## config.mk

```make
export PLATFORM = sky130hd
export DESIGN_NAME = deadline_timer_queue
export DESIGN_NICKNAME = d
export VERILOG_FILES = /design/src/dtq_pkg.sv /design/src/dtq_ram.sv /design/src/dtq_alu.sv /design/src/deadline_timer_queue.sv
export SDC_FILE = /design/constraint.sdc
export NUM_CORES = 2
export LEC_CHECK = 0
export BUFFER_PORTS_ARGS = -buffer_cell sky130_fd_sc_hd__buf_2
export CORE_MARGIN = 2
export CORE_UTILIZATION = 63
export CTS_CLUSTER_DIAMETER = 50
export DETAILED_ROUTE_END_ITERATION = 8
export GPL_TIMING_DRIVEN = 0
export HOLD_SLACK_MARGIN = 0.02
export PLACE_DENSITY = 0.8
export SLEW_MARGIN = 15
export SYNTH_ARGS = -nofsm -noshare
export SYNTH_HDL_FRONTEND = slang
export SYNTH_HIERARCHICAL = 1
export SYNTH_SLANG_ARGS = --single-unit
```

## constraint.sdc

```tcl
create_clock -name clk -period 10.4 [get_ports clk]
set_input_delay 1.56 -clock clk [delete_from_list [all_inputs] [get_ports clk]]
set_output_delay 1.56 -clock clk [all_outputs]
set_load 0.05 [all_outputs]
```

## src/dtq_pkg.sv

```systemverilog
// Shared types, codes and sizes for the deadline timer queue.
package dtq_pkg;

  localparam int TIME_W = 48;
  localparam int ID_W = 8;
  localparam int CAPACITY_DEF = 32;

  localparam logic [TIME_W-1:0] TIME_MAX = {TIME_W{1'b1}};

  // Operation codes.
  localparam logic [1:0] OP_INSERT = 2'd0;
  localparam logic [1:0] OP_CANCEL = 2'd1;
  localparam logic [1:0] OP_TICK = 2'd2;
  localparam logic [1:0] OP_SHUTDOWN = 2'd3;

  // Result kinds.
  localparam logic [2:0] KIND_INSERT = 3'd0;
  localparam logic [2:0] KIND_CANCEL = 3'd1;
  localparam logic [2:0] KIND_EXPIRED = 3'd2;
  localparam logic [2:0] KIND_IDLE_TICK = 3'd3;
  localparam logic [2:0] KIND_SHUTDOWN = 3'd4;

  // Status codes.
  localparam logic [1:0] ST_OK = 2'd0;
  localparam logic [1:0] ST_STOPPED = 2'd1;
  localparam logic [1:0] ST_FULL = 2'd2;
  localparam logic [1:0] ST_NOT_FOUND = 2'd3;

  // Timer re-arm actions.
  localparam logic [1:0] ARM_LEAVE = 2'd0;
  localparam logic [1:0] ARM_SET = 2'd1;
  localparam logic [1:0] ARM_CLEAR = 2'd2;

  // One stored timer.
  typedef struct packed {
    logic [TIME_W-1:0] deadline;
    logic [ID_W-1:0] ident;
  } entry_t;

  // Results of the shared time unit.
  typedef struct packed {
    logic [TIME_W-1:0] sum_sat;
    logic a_le_b;
    logic [TIME_W-1:0] gap;
  } alu_res_t;

endpackage

```

## src/dtq_ram.sv

```systemverilog
// Generic single-write, single-read RAM with registered read data.
module dtq_ram #(
  parameter int WIDTH = 8,
  parameter int DEPTH = 32,
  localparam int AW = (DEPTH > 1) ? $clog2(DEPTH) : 1
) (
  input  logic             clk,
  input  logic             we,
  input  logic [AW-1:0]    waddr,
  input  logic [WIDTH-1:0] wdata,
  input  logic [AW-1:0]    raddr,
  output logic [WIDTH-1:0] rdata
);

  logic [WIDTH-1:0] mem [DEPTH];

  // Write port and registered read port.
  always_ff @(posedge clk) begin
    if (we) begin
      mem[waddr] <= wdata;
    end
    rdata <= mem[raddr];
  end

endmodule

```

## src/dtq_alu.sv

```systemverilog
// Shared time unit: saturating add, ordered compare and re-arm gap.
module dtq_alu
  import dtq_pkg::*;
(
  input  logic [TIME_W-1:0] a,
  input  logic [TIME_W-1:0] b,
  output alu_res_t          res
);

  logic [TIME_W:0] sum;
  logic [TIME_W-1:0] diff;

  // One adder serves the deadline sum, the subtractor the compare and gap.
  always_comb begin
    sum = {1'b0, a} + {1'b0, b};
    diff = a - b;
    res.sum_sat = sum[TIME_W] ? TIME_MAX : sum[TIME_W-1:0];
    res.a_le_b = (a <= b);
    res.gap = (a > b) ? diff : TIME_W'(1);
  end

endmodule

```

## src/deadline_timer_queue.sv

```systemverilog
// Top level of the deadline timer queue: sequencer, sorted store and time unit.
//
//  channel  | ports                                         | flow
//  ---------+-----------------------------------------------+--------------------------
//  input    | start, busy, in_op, in_entry_id, in_duration, | taken when start & !busy
//           | in_now                                        |
//  result   | out_valid, out_kind, out_entry_id_out, ...    | one-cycle strobe, no stall
//
// Shutdown and refused inserts are answered straight from idle. Insert compares
// stored entries one at a time; cancel searches entries and then shifts later
// ones down one at a time; tick tests entries, sends a word per expired entry
// and moves the survivors down. The single store read port serialises these
// steps. Reset clears occupancy, the arming record and the stopped flag; the
// store itself holds no valid data until written. Results cannot be stalled.
module deadline_timer_queue
  import dtq_pkg::*;
#(
  parameter int CAPACITY = CAPACITY_DEF
) (
  input  logic              clk,
  input  logic              rst_n,
  input  logic              start,
  output logic              busy,
  input  logic [1:0]        in_op,
  input  logic [ID_W-1:0]   in_entry_id,
  input  logic [TIME_W-1:0] in_duration,
  input  logic [TIME_W-1:0] in_now,
  output logic              out_valid,
  output logic [2:0]        out_kind,
  output logic [ID_W-1:0]   out_entry_id_out,
  output logic [1:0]        out_status,
  output logic              out_last,
  output logic [1:0]        out_arm_action,
  output logic [TIME_W-1:0] out_arm_duration,
  output logic [5:0]        out_pending_count
);

  localparam int AW = (CAPACITY > 1) ? $clog2(CAPACITY) : 1;
  localparam int CW = $clog2(CAPACITY + 1);
  localparam int EW = $bits(entry_t);

  localparam logic [4:0] S_IDLE = 5'd0;
  localparam logic [4:0] S_INS_ADD = 5'd1;
  localparam logic [4:0] S_INS_RD = 5'd2;
  localparam logic [4:0] S_INS_CHK = 5'd3;
  localparam logic [4:0] S_INS_PUT = 5'd4;
  localparam logic [4:0] S_CAN_RD = 5'd5;
  localparam logic [4:0] S_CAN_CHK = 5'd6;
  localparam logic [4:0] S_CAN_SRD = 5'd7;
  localparam logic [4:0] S_CAN_SWR = 5'd8;
  localparam logic [4:0] S_TCK_RD = 5'd9;
  localparam logic [4:0] S_TCK_CHK = 5'd10;
  localparam logic [4:0] S_RA_RD = 5'd11;
  localparam logic [4:0] S_RA_CHK = 5'd12;
  localparam logic [4:0] S_OUT = 5'd13;
  localparam logic [4:0] S_EM_RD = 5'd14;
  localparam logic [4:0] S_EM_OUT = 5'd15;
  localparam logic [4:0] S_CMP_RD = 5'd16;
  localparam logic [4:0] S_CMP_WR = 5'd17;

  logic [4:0] state_r, state_nxt;
  logic [CW-1:0] occ_r, occ_nxt;
  logic [CW-1:0] idx_r, idx_nxt;
  logic [CW-1:0] base_r, base_nxt;
  logic armed_r, armed_nxt;
  logic [TIME_W-1:0] armed_dl_r, armed_dl_nxt;
  logic stopped_r, stopped_nxt;
  logic [1:0] op_r, op_nxt;
  logic [ID_W-1:0] id_r, id_nxt;
  logic [TIME_W-1:0] dur_in_r, dur_in_nxt;
  logic [TIME_W-1:0] now_r, now_nxt;
  logic [TIME_W-1:0] dl_r, dl_nxt;
  logic [1:0] st_r, st_nxt;
  logic [1:0] act_r, act_nxt;
  logic [TIME_W-1:0] gap_r, gap_nxt;

  logic ov_r, ov_nxt;
  logic [2:0] ok_r, ok_nxt;
  logic [ID_W-1:0] oid_r, oid_nxt;
  logic [1:0] ost_r, ost_nxt;
  logic olast_r, olast_nxt;
  logic [1:0] oact_r, oact_nxt;
  logic [TIME_W-1:0] odur_r, odur_nxt;
  logic [CW-1:0] ocnt_r, ocnt_nxt;

  logic we;
  logic [AW-1:0] waddr, raddr;
  entry_t wdata, rdata;
  logic [EW-1:0] rdata_raw;
  logic [TIME_W-1:0] alu_a, alu_b;
  alu_res_t alu;
  logic [CW:0] idx_inc, sum_ib;
  logic [CW-1:0] remain;

  assign rdata = entry_t'(rdata_raw);

  dtq_ram #(.WIDTH(EW), .DEPTH(CAPACITY)) u_store (
    .clk(clk), .we(we), .waddr(waddr), .wdata(wdata),
    .raddr(raddr), .rdata(rdata_raw)
  );

  dtq_alu u_alu (.a(alu_a), .b(alu_b), .res(alu));

  assign idx_inc = {1'b0, idx_r} + (CW+1)'(1);
  assign sum_ib = {1'b0, idx_r} + {1'b0, base_r};
  assign remain = occ_r - base_r;
  assign busy = (state_r != S_IDLE);

  // Operand selection for the shared time unit.
  always_comb begin
    alu_a = rdata.deadline;
    alu_b = now_r;
    unique case (state_r)
      S_INS_ADD: begin
        alu_a = now_r;
        alu_b = dur_in_r;
      end
      S_INS_CHK: alu_b = dl_r;
      default: alu_b = now_r;
    endcase
  end

  // Sequencer.
  always_comb begin
    state_nxt = state_r;
    occ_nxt = occ_r;
    idx_nxt = idx_r;
    base_nxt = base_r;
    armed_nxt = armed_r;
    armed_dl_nxt = armed_dl_r;
    stopped_nxt = stopped_r;
    op_nxt = op_r;
    id_nxt = id_r;
    dur_in_nxt = dur_in_r;
    now_nxt = now_r;
    dl_nxt = dl_r;
    st_nxt = st_r;
    act_nxt = act_r;
    gap_nxt = gap_r;
    ov_nxt = 1'b0;
    ok_nxt = ok_r;
    oid_nxt = oid_r;
    ost_nxt = ost_r;
    olast_nxt = olast_r;
    oact_nxt = oact_r;
    odur_nxt = odur_r;
    ocnt_nxt = ocnt_r;
    we = 1'b0;
    waddr = idx_r[AW-1:0];
    wdata = rdata;
    raddr = idx_r[AW-1:0];

    unique case (state_r)
      S_IDLE: begin
        if (start) begin
          op_nxt = in_op;
          id_nxt = in_entry_id;
          dur_in_nxt = in_duration;
          now_nxt = in_now;
          st_nxt = ST_OK;
          act_nxt = ARM_LEAVE;
          gap_nxt = '0;
          base_nxt = '0;
          idx_nxt = '0;
          unique case (in_op)
            OP_INSERT: begin
              if (stopped_r || (occ_r >= CW'(CAPACITY))) begin
                ov_nxt = 1'b1;
                ok_nxt = KIND_INSERT;
                oid_nxt = in_entry_id;
                ost_nxt = stopped_r ? ST_STOPPED : ST_FULL;
                olast_nxt = 1'b1;
                oact_nxt = ARM_LEAVE;
                odur_nxt = '0;
                ocnt_nxt = occ_r;
              end else begin
                idx_nxt = occ_r;
                state_nxt = S_INS_ADD;
              end
            end
            OP_CANCEL: state_nxt = S_CAN_RD;
            OP_TICK: begin
              armed_nxt = 1'b0;
              state_nxt = S_TCK_RD;
            end
            default: begin
              ov_nxt = 1'b1;
              ok_nxt = KIND_SHUTDOWN;
              oid_nxt = '0;
              ost_nxt = ST_OK;
              olast_nxt = 1'b1;
              oact_nxt = armed_r ? ARM_CLEAR : ARM_LEAVE;
              odur_nxt = '0;
              ocnt_nxt = '0;
              occ_nxt = '0;
              stopped_nxt = 1'b1;
              armed_nxt = 1'b0;
            end
          endcase
        end
      end

      // Insert: shift later entries up one place until the slot is found.
      S_INS_ADD: begin
        dl_nxt = alu.sum_sat;
        state_nxt = (idx_r == '0) ? S_INS_PUT : S_INS_RD;
      end
      S_INS_RD: begin
        raddr = AW'(idx_r - CW'(1));
        state_nxt = S_INS_CHK;
      end
      S_INS_CHK: begin
        if (alu.a_le_b) begin
          state_nxt = S_INS_PUT;
        end else begin
          we = 1'b1;
          idx_nxt = idx_r - CW'(1);
          state_nxt = (idx_r == CW'(1)) ? S_INS_PUT : S_INS_RD;
        end
      end
      S_INS_PUT: begin
        we = 1'b1;
        wdata.deadline = dl_r;
        wdata.ident = id_r;
        occ_nxt = occ_r + CW'(1);
        state_nxt = S_RA_RD;
      end

      // Cancel: search by id, then close the gap.
      S_CAN_RD: begin
        if (idx_r == occ_r) begin
          st_nxt = ST_NOT_FOUND;
          state_nxt = S_OUT;
        end else begin
          state_nxt = S_CAN_CHK;
        end
      end
      S_CAN_CHK: begin
        if (rdata.ident == id_r) begin
          state_nxt = S_CAN_SRD;
        end else begin
          idx_nxt = idx_inc[CW-1:0];
          state_nxt = S_CAN_RD;
        end
      end
      S_CAN_SRD: begin
        raddr = AW'(idx_inc[CW-1:0]);
        if (idx_inc >= {1'b0, occ_r}) begin
          occ_nxt = occ_r - CW'(1);
          state_nxt = S_RA_RD;
        end else begin
          state_nxt = S_CAN_SWR;
        end
      end
      S_CAN_SWR: begin
        we = 1'b1;
        idx_nxt = idx_inc[CW-1:0];
        state_nxt = S_CAN_SRD;
      end

      // Tick: count the expired prefix.
      S_TCK_RD: begin
        if (idx_r == occ_r) begin
          base_nxt = idx_r;
          state_nxt = S_RA_RD;
        end else begin
          state_nxt = S_TCK_CHK;
        end
      end
      S_TCK_CHK: begin
        if (alu.a_le_b) begin
          idx_nxt = idx_inc[CW-1:0];
          state_nxt = S_TCK_RD;
        end else begin
          base_nxt = idx_r;
          state_nxt = S_RA_RD;
        end
      end

      // Re-arm decision from the new head entry.
      S_RA_RD: begin
        raddr = base_r[AW-1:0];
        if (remain == '0) begin
          if (armed_r) begin
            armed_nxt = 1'b0;
            act_nxt = ARM_CLEAR;
          end
          idx_nxt = '0;
          state_nxt = ((op_r == OP_TICK) && (base_r != '0)) ? S_EM_RD : S_OUT;
        end else begin
          state_nxt = S_RA_CHK;
        end
      end
      S_RA_CHK: begin
        if (!(armed_r && (armed_dl_r == rdata.deadline))) begin
          act_nxt = ARM_SET;
          gap_nxt = alu.gap;
          armed_dl_nxt = rdata.deadline;
          armed_nxt = 1'b1;
        end
        idx_nxt = '0;
        state_nxt = ((op_r == OP_TICK) && (base_r != '0)) ? S_EM_RD : S_OUT;
      end

      // Single reply word for insert, cancel and an empty tick.
      S_OUT: begin
        ov_nxt = 1'b1;
        ok_nxt = (op_r == OP_INSERT) ? KIND_INSERT :
                 (op_r == OP_CANCEL) ? KIND_CANCEL : KIND_IDLE_TICK;
        oid_nxt = (op_r == OP_TICK) ? '0 : id_r;
        ost_nxt = st_r;
        olast_nxt = 1'b1;
        oact_nxt = act_r;
        odur_nxt = gap_r;
        ocnt_nxt = occ_r;
        state_nxt = S_IDLE;
      end

      // Send expired entries in order.
      S_EM_RD: state_nxt = S_EM_OUT;
      S_EM_OUT: begin
        ov_nxt = 1'b1;
        ok_nxt = KIND_EXPIRED;
        oid_nxt = rdata.ident;
        ost_nxt = ST_OK;
        olast_nxt = (idx_inc == {1'b0, base_r});
        oact_nxt = olast_nxt ? act_r : ARM_LEAVE;
        odur_nxt = olast_nxt ? gap_r : '0;
        ocnt_nxt = remain;
        idx_nxt = olast_nxt ? '0 : idx_inc[CW-1:0];
        state_nxt = olast_nxt ? S_CMP_RD : S_EM_RD;
      end

      // Move the survivors down over the expired prefix.
      S_CMP_RD: begin
        raddr = AW'(sum_ib[CW-1:0]);
        if (sum_ib >= {1'b0, occ_r}) begin
          occ_nxt = remain;
          state_nxt = S_IDLE;
        end else begin
          state_nxt = S_CMP_WR;
        end
      end
      S_CMP_WR: begin
        we = 1'b1;
        idx_nxt = idx_inc[CW-1:0];
        state_nxt = S_CMP_RD;
      end

      default: state_nxt = S_IDLE;
    endcase
  end

  // Control registers.
  always_ff @(posedge clk) begin
    if (!rst_n) begin
      state_r <= S_IDLE;
      occ_r <= '0;
      armed_r <= 1'b0;
      armed_dl_r <= '0;
      stopped_r <= 1'b0;
      ov_r <= 1'b0;
    end else begin
      state_r <= state_nxt;
      occ_r <= occ_nxt;
      armed_r <= armed_nxt;
      armed_dl_r <= armed_dl_nxt;
      stopped_r <= stopped_nxt;
      ov_r <= ov_nxt;
    end
  end

  // Payload registers.
  always_ff @(posedge clk) begin
    idx_r <= idx_nxt;
    base_r <= base_nxt;
    op_r <= op_nxt;
    id_r <= id_nxt;
    dur_in_r <= dur_in_nxt;
    now_r <= now_nxt;
    dl_r <= dl_nxt;
    st_r <= st_nxt;
    act_r <= act_nxt;
    gap_r <= gap_nxt;
    ok_r <= ok_nxt;
    oid_r <= oid_nxt;
    ost_r <= ost_nxt;
    olast_r <= olast_nxt;
    oact_r <= oact_nxt;
    odur_r <= odur_nxt;
    ocnt_r <= ocnt_nxt;
  end

  assign out_valid = ov_r;
  assign out_kind = ok_r;
  assign out_entry_id_out = oid_r;
  assign out_status = ost_r;
  assign out_last = olast_r;
  assign out_arm_action = oact_r;
  assign out_arm_duration = odur_r;
  assign out_pending_count = 6'(ocnt_r);

endmodule

```

## Yosys cells after proc, flatten, opt, wreduce, memory -nomap -nowiden

Memory sizes are Yosys's and may differ from the RTL's. A register that Yosys moved wholly into a read port is not among the register bits.
Cells that the tools add are included.

- Bits in read-only memories: 0
- Latch bits: 0
- Bits in registers: 350
- RAM bits: 1792
- Memories kept: 1
- Output and inout port bits: 72
- Word-level logic and storage cells: 215
- Bits of input ports: 109

- Mux-type cells: 97
- Div/mod/pow operators: 0
- Add/subtract/negate cells: 8
- Shifts and indexed selects: 0
- Equal/unequal tests: 44
- Bitwise gates (word level): 2
- $mul: 0
- Reduce and logical (&&, ||, !) cells: 35
- Order comparisons: 5

Memory list:

| name | depth | bits a word | rd ports | clocked after memory_dff | wr ports | RTL line | source |
|---|---|---|---|---|---|---|---|
| u_store.mem | 32 | 56 | 1 | 1 | 1 | dtq_ram.sv:15 | `logic [WIDTH-1:0] mem [DEPTH];` |

Operators by type and width:

| operator | number |
|---|---|
| $mux 48 | 7 |
| $pmux 48 s2 | 3 |
| $pmux 48 s3 | 1 |
| $mux 6 | 17 |
| $pmux 5 s17 | 1 |
| $mux 56 | 1 |
| $add 48x48->49 | 1 |
| $eq 48x48->1 | 1 |
| $gt 48x48->1 | 1 |
| $le 48x48->1 | 1 |
| $pmux 6 s8 | 1 |
| $sub 48x48->48 | 1 |
| $eq 5x4->1 const B | 8 |
| $mux 2 | 19 |
| $pmux 6 s3 | 2 |
| $ne 2x2->1 const B | 15 |
| $mux 8 | 3 |
| $pmux 6 s4 | 1 |
| $pmux 8 s3 | 1 |
| $eq 5x3->1 const B | 4 |
| $mux 5 | 4 |
| $pmux 5 s4 | 1 |
| $pmux 2 s3 | 3 |
| $pmux 8 s2 | 1 |
| other kinds (47) | 93 |

## Depth between registers and ports, before layout

- Word-level depth: 7
- Gate-level depth with buffers: 31
- Gate-level depth less buffers: 25

## Modules after synthesis

The synthesis kept the hierarchy.

By module, submodules not included:

| module | times used | area an instance (um2) | cells an instance | seq. area each (um2) |
|---|---|---|---|---|
| dtq_ram | 1 | 70794.1 | 3917 | 54932.7 |
| deadline_timer_queue | 1 | 16837.4 | 1480 | 9859.5 |
| dtq_alu | 1 | 6318.6 | 991 | 0.0 |

## Worst setup path before layout

No wires, ideal clock.

- Kind: register -> register
- From: register state_r[3]
- To: memory u_store/mem[28][0] in the netlist's numbering (enable)
- Setup slack: 2.236 ns
- Data arrival time: 7.694 ns
- Cell stages (with the launch flop): 29
- Period minus slack after synthesis: 8.164 ns
- Cell sequence: dfxtp_1 clkbuf_1 nor2b_1 nor2b_1 nand2_1 inv_1 buf_2 buf_2 nand2_1 nand2_1 ha_1 buf_2 inv_1 nor2_1 nand3_1 or4_1 nor2_1 nor3_1 o21ai_1 o41ai_2 buf_2 inv_1 a31oi_1 nor2_1 a21oi_1 o21ai_0 or3b_2 clkbuf_1 nor2_1

RTL lines:

| item | RTL line | source |
|---|---|---|
| from (decl) | deadline_timer_queue.sv:61 | `logic [4:0] state_r, state_nxt;` |
| from (signal assigned) | deadline_timer_queue.sv:364 | `state_r <= state_nxt;` |
| to (decl) | dtq_ram.sv:15 |  |

==> results.yml <==
timing:
  hold_violations: 0
  tightest_slew_ps: 1350
  relSlewSlack_pct: 9.27
  slew_violations: 0
  final.period_utilization_pct: 95.9
  fin_skew_ps: 73.9
  fmax_mhz: 100
  rsz0062_at_grt: "no"
  setup_violations: 0
  min_period_ps: 9970
clocking:
  post_cts_buffers: 0
  clock-sinks: 2197
  clk_pin_slew_ps: 60
  hold_buffers: 0
  htreeDepth: 4
  insertion_delay_ps: 860
  root_buffer: "clkbuf_16"
  cts_buffers: 216
  cts_tree: "built"
  cts_buffer_depth: 3
  cts-resized-gates: 0
logic_synthesis:
  syn_avg_cell_area_um2: 14.7
  seq_area_frac_synth_pct: 69.0
  async_reset_ff_share_pct: 0
  synth_flop_cell: "edfxtp_1"
  synth.top_cell.area_share_pct: 66.5
  ys_types: 97
  synth_fp_nets: 6633
  yosys_register_bits: 2197
  post_synth_instance_area_um2: 94000
  synth_warnings: 6
  synth.largest_area_cell: "edfxtp_1"
  synth_edf_count: 2079
  syn_inst: 6388
  synth.area.top_cells: "edfxtp_1, mux2i_1, dfxtp_1"
layout:
  multiInputGateArea_um2: 26700
  drive_gt1_share_pct: 12.6
  area_growth_pct: 12.9
  seqCellArea_um2: 64800
  n_fill_cell: 9268
  final_cell_mix: "edfxtp_1, mux2i_1, nand2_1, a21oi_1, buf_2"
  final_nets: 7103
  post-route-util_pct: 71.7
  final_common_cell: "edfxtp_1"
  final_cells: 8975
worst_setup_path:
  required_ps: 10930
  arrival_ps: 10510
  end_kind: "flop"
  crit_type: "reg2reg"
  critPathLaunchType: "flop"
  slowest_delay_ps: 1060
  crit_slowest_cell: "o21ai_0"
  path_max_fanout: 24
detailed_routing:
  firstDrtPassIters: 8
  drt-initial-drc-count: 7554
  avgRoutedWirePerCell_um: 29.1
  ant_nets: 0
  met2_length_um: 126000
  route.met3.wl_um: 26000
  vias_per_cell: 6.48
  finalWirelength_um: 261000
  vias: 58200
  wl_met1_um: 97000
  top_layer: "met5"
  drc: 0
job:
  maxCapViolations: 0
die:
  core_area_um2: 148000
  io_pins: 181
  start_util_pct: 63.5
  fp.dieH_um: 390
  num_rows: 141
  fp.dieW_um: 390
  die_area_um2: 152000
grt:
  grt_pass1_vias: 57100
  grt-ovfl-total: 0
  grt_usage_pct: 34.0
  grt_pass1_wl_um: 376000
  antenna_found_initial: 18
  grt_max_degree: 82
placement:
  placed_cells: 8570
  io_buffers: 180
  place_hpwl_um: 183000
  gp_congestion: 0.924
worst_hold_path:
  holdCritPathClass: "reg2reg"
outcome:
  outcome: "finished clean"
==> cells in the mapped netlist (15+ instances only) <==
master and instances:
o21bai_1 26, a21oi_1 305, xnor2_1 148, nor2_1 273, a22oi_1 222, a21o_1 17, nand2_1 540, nor3_1 93
o31ai_1 20, a22o_1 115, xor2_1 15, o21ai_0 79, inv_1 138, buf_2 88, a211oi_1 24, clkbuf_1 129
a31oi_1 74, nand4_1 31, nand3_1 215, mux2i_1 948, nor2b_1 77, and2_1 59, edfxtp_1 2079, buf_4 61
dfxtp_1 118, mux2_2 56, buf_6 45, ha_1 131, buf_1 20, nand2b_1 24
==> worst max-delay path: cells and delay by family, from the launching register on <==
family                     cells  cell delay [ps]
buffers and inverters          9             2050
and+or+nand+nor               11             4010
adders and majority gates      1              480
AOI/OAI and AO/OA              9             2760
DFF                            1              300
==> flip-flops by register name, indices dropped and copies added, names as in the netlist, 3 cells and up <==
| signal | cells |
|---|---|
| armed_dl_r | 48 |
| now_r | 48 |
| id_r | 8 |
| u_store/rdata | 56 |
| dl_r | 48 |
| occ_r | 6 |
| out_entry_id_out | 8 |
| dur_in_r | 48 |
| idx_r | 6 |
| u_store/mem | 1792 |
| gap_r | 48 |
| out_arm_duration | 48 |
| base_r | 6 |
| state_r | 5 |
| out_kind | 3 |
| out_pending_count | 6 |
==> cell type report <==
| cell class | instances | area share [%] |
|---|---|---|
| Tap cell | 1930 | 2.28 |
| Clock inverter | 114 | 1.14 |
| Timing Repair Buffer | 252 | 2.26 |
| Buffer | 354 | 2.02 |
| Sequential cell | 2197 | 61.1 |
| Inverter | 151 | 0.552 |
| Clock buffer | 288 | 5.43 |
| Antenna cell | 3 | 0.00708 |
| Multi-Input combinational cell | 3686 | 25.2 |
==> final timing paths <==
check | start | end | slack [ps] | cells after the start
worst max register to register | state_r[3] | u_store/mem[19][38] | 430 | 30
worst min-delay path | gap_r[25] | out_arm_duration[25] | 510 | 1
worst min register to register | gap_r[25] | out_arm_duration[25] | 510 | 1
worst max-delay path | state_r[3] | u_store/mem[19][38] | 430 | 30
==> metal layers <==
metal,vias to the layer above,GRT usage (%)
li1,25300,-
met1,28900,43.8
met2,3345,56.2
met3,640,7.16
met4,16,14.7
met5,-,0
==> cell families (layout without fill, tap and decap cells) <==
kind of cell / count (synthesis) / after routing / share of synthesized area (%)
AO/OA/AOI/OAI: 997 / 997 / 7.25
XOR/XNOR: 164 / 164 / 1.54
adder cells (fa/ha/maj): 136 / 136 / 1.85
buffers and inverters: 505 / 1159 / 2.88
flip-flops: 2197 / 2197 / 69.0
multiplexers: 1005 / 1005 / 10.8
other: 0 / 3 / 0
AND/OR/NAND/NOR: 1384 / 1384 / 6.71
==> stage by stage <==
step	area (um^2)	hold slack (ps)	setup slack, ps	setup TNS (ps)
after floorplan	94000	475	2240	0
after global placement	97300	496	-3400	-5210720
after detailed placement	99000	509	917	0
after CTS	106000	510	812	0
after global routing	106000	538	235	0
final	106000	514	425	0
Power is left out: the tool's default activity adds up to more than one toggle a clock period on the data nets, which glitch-free logic cannot reach.
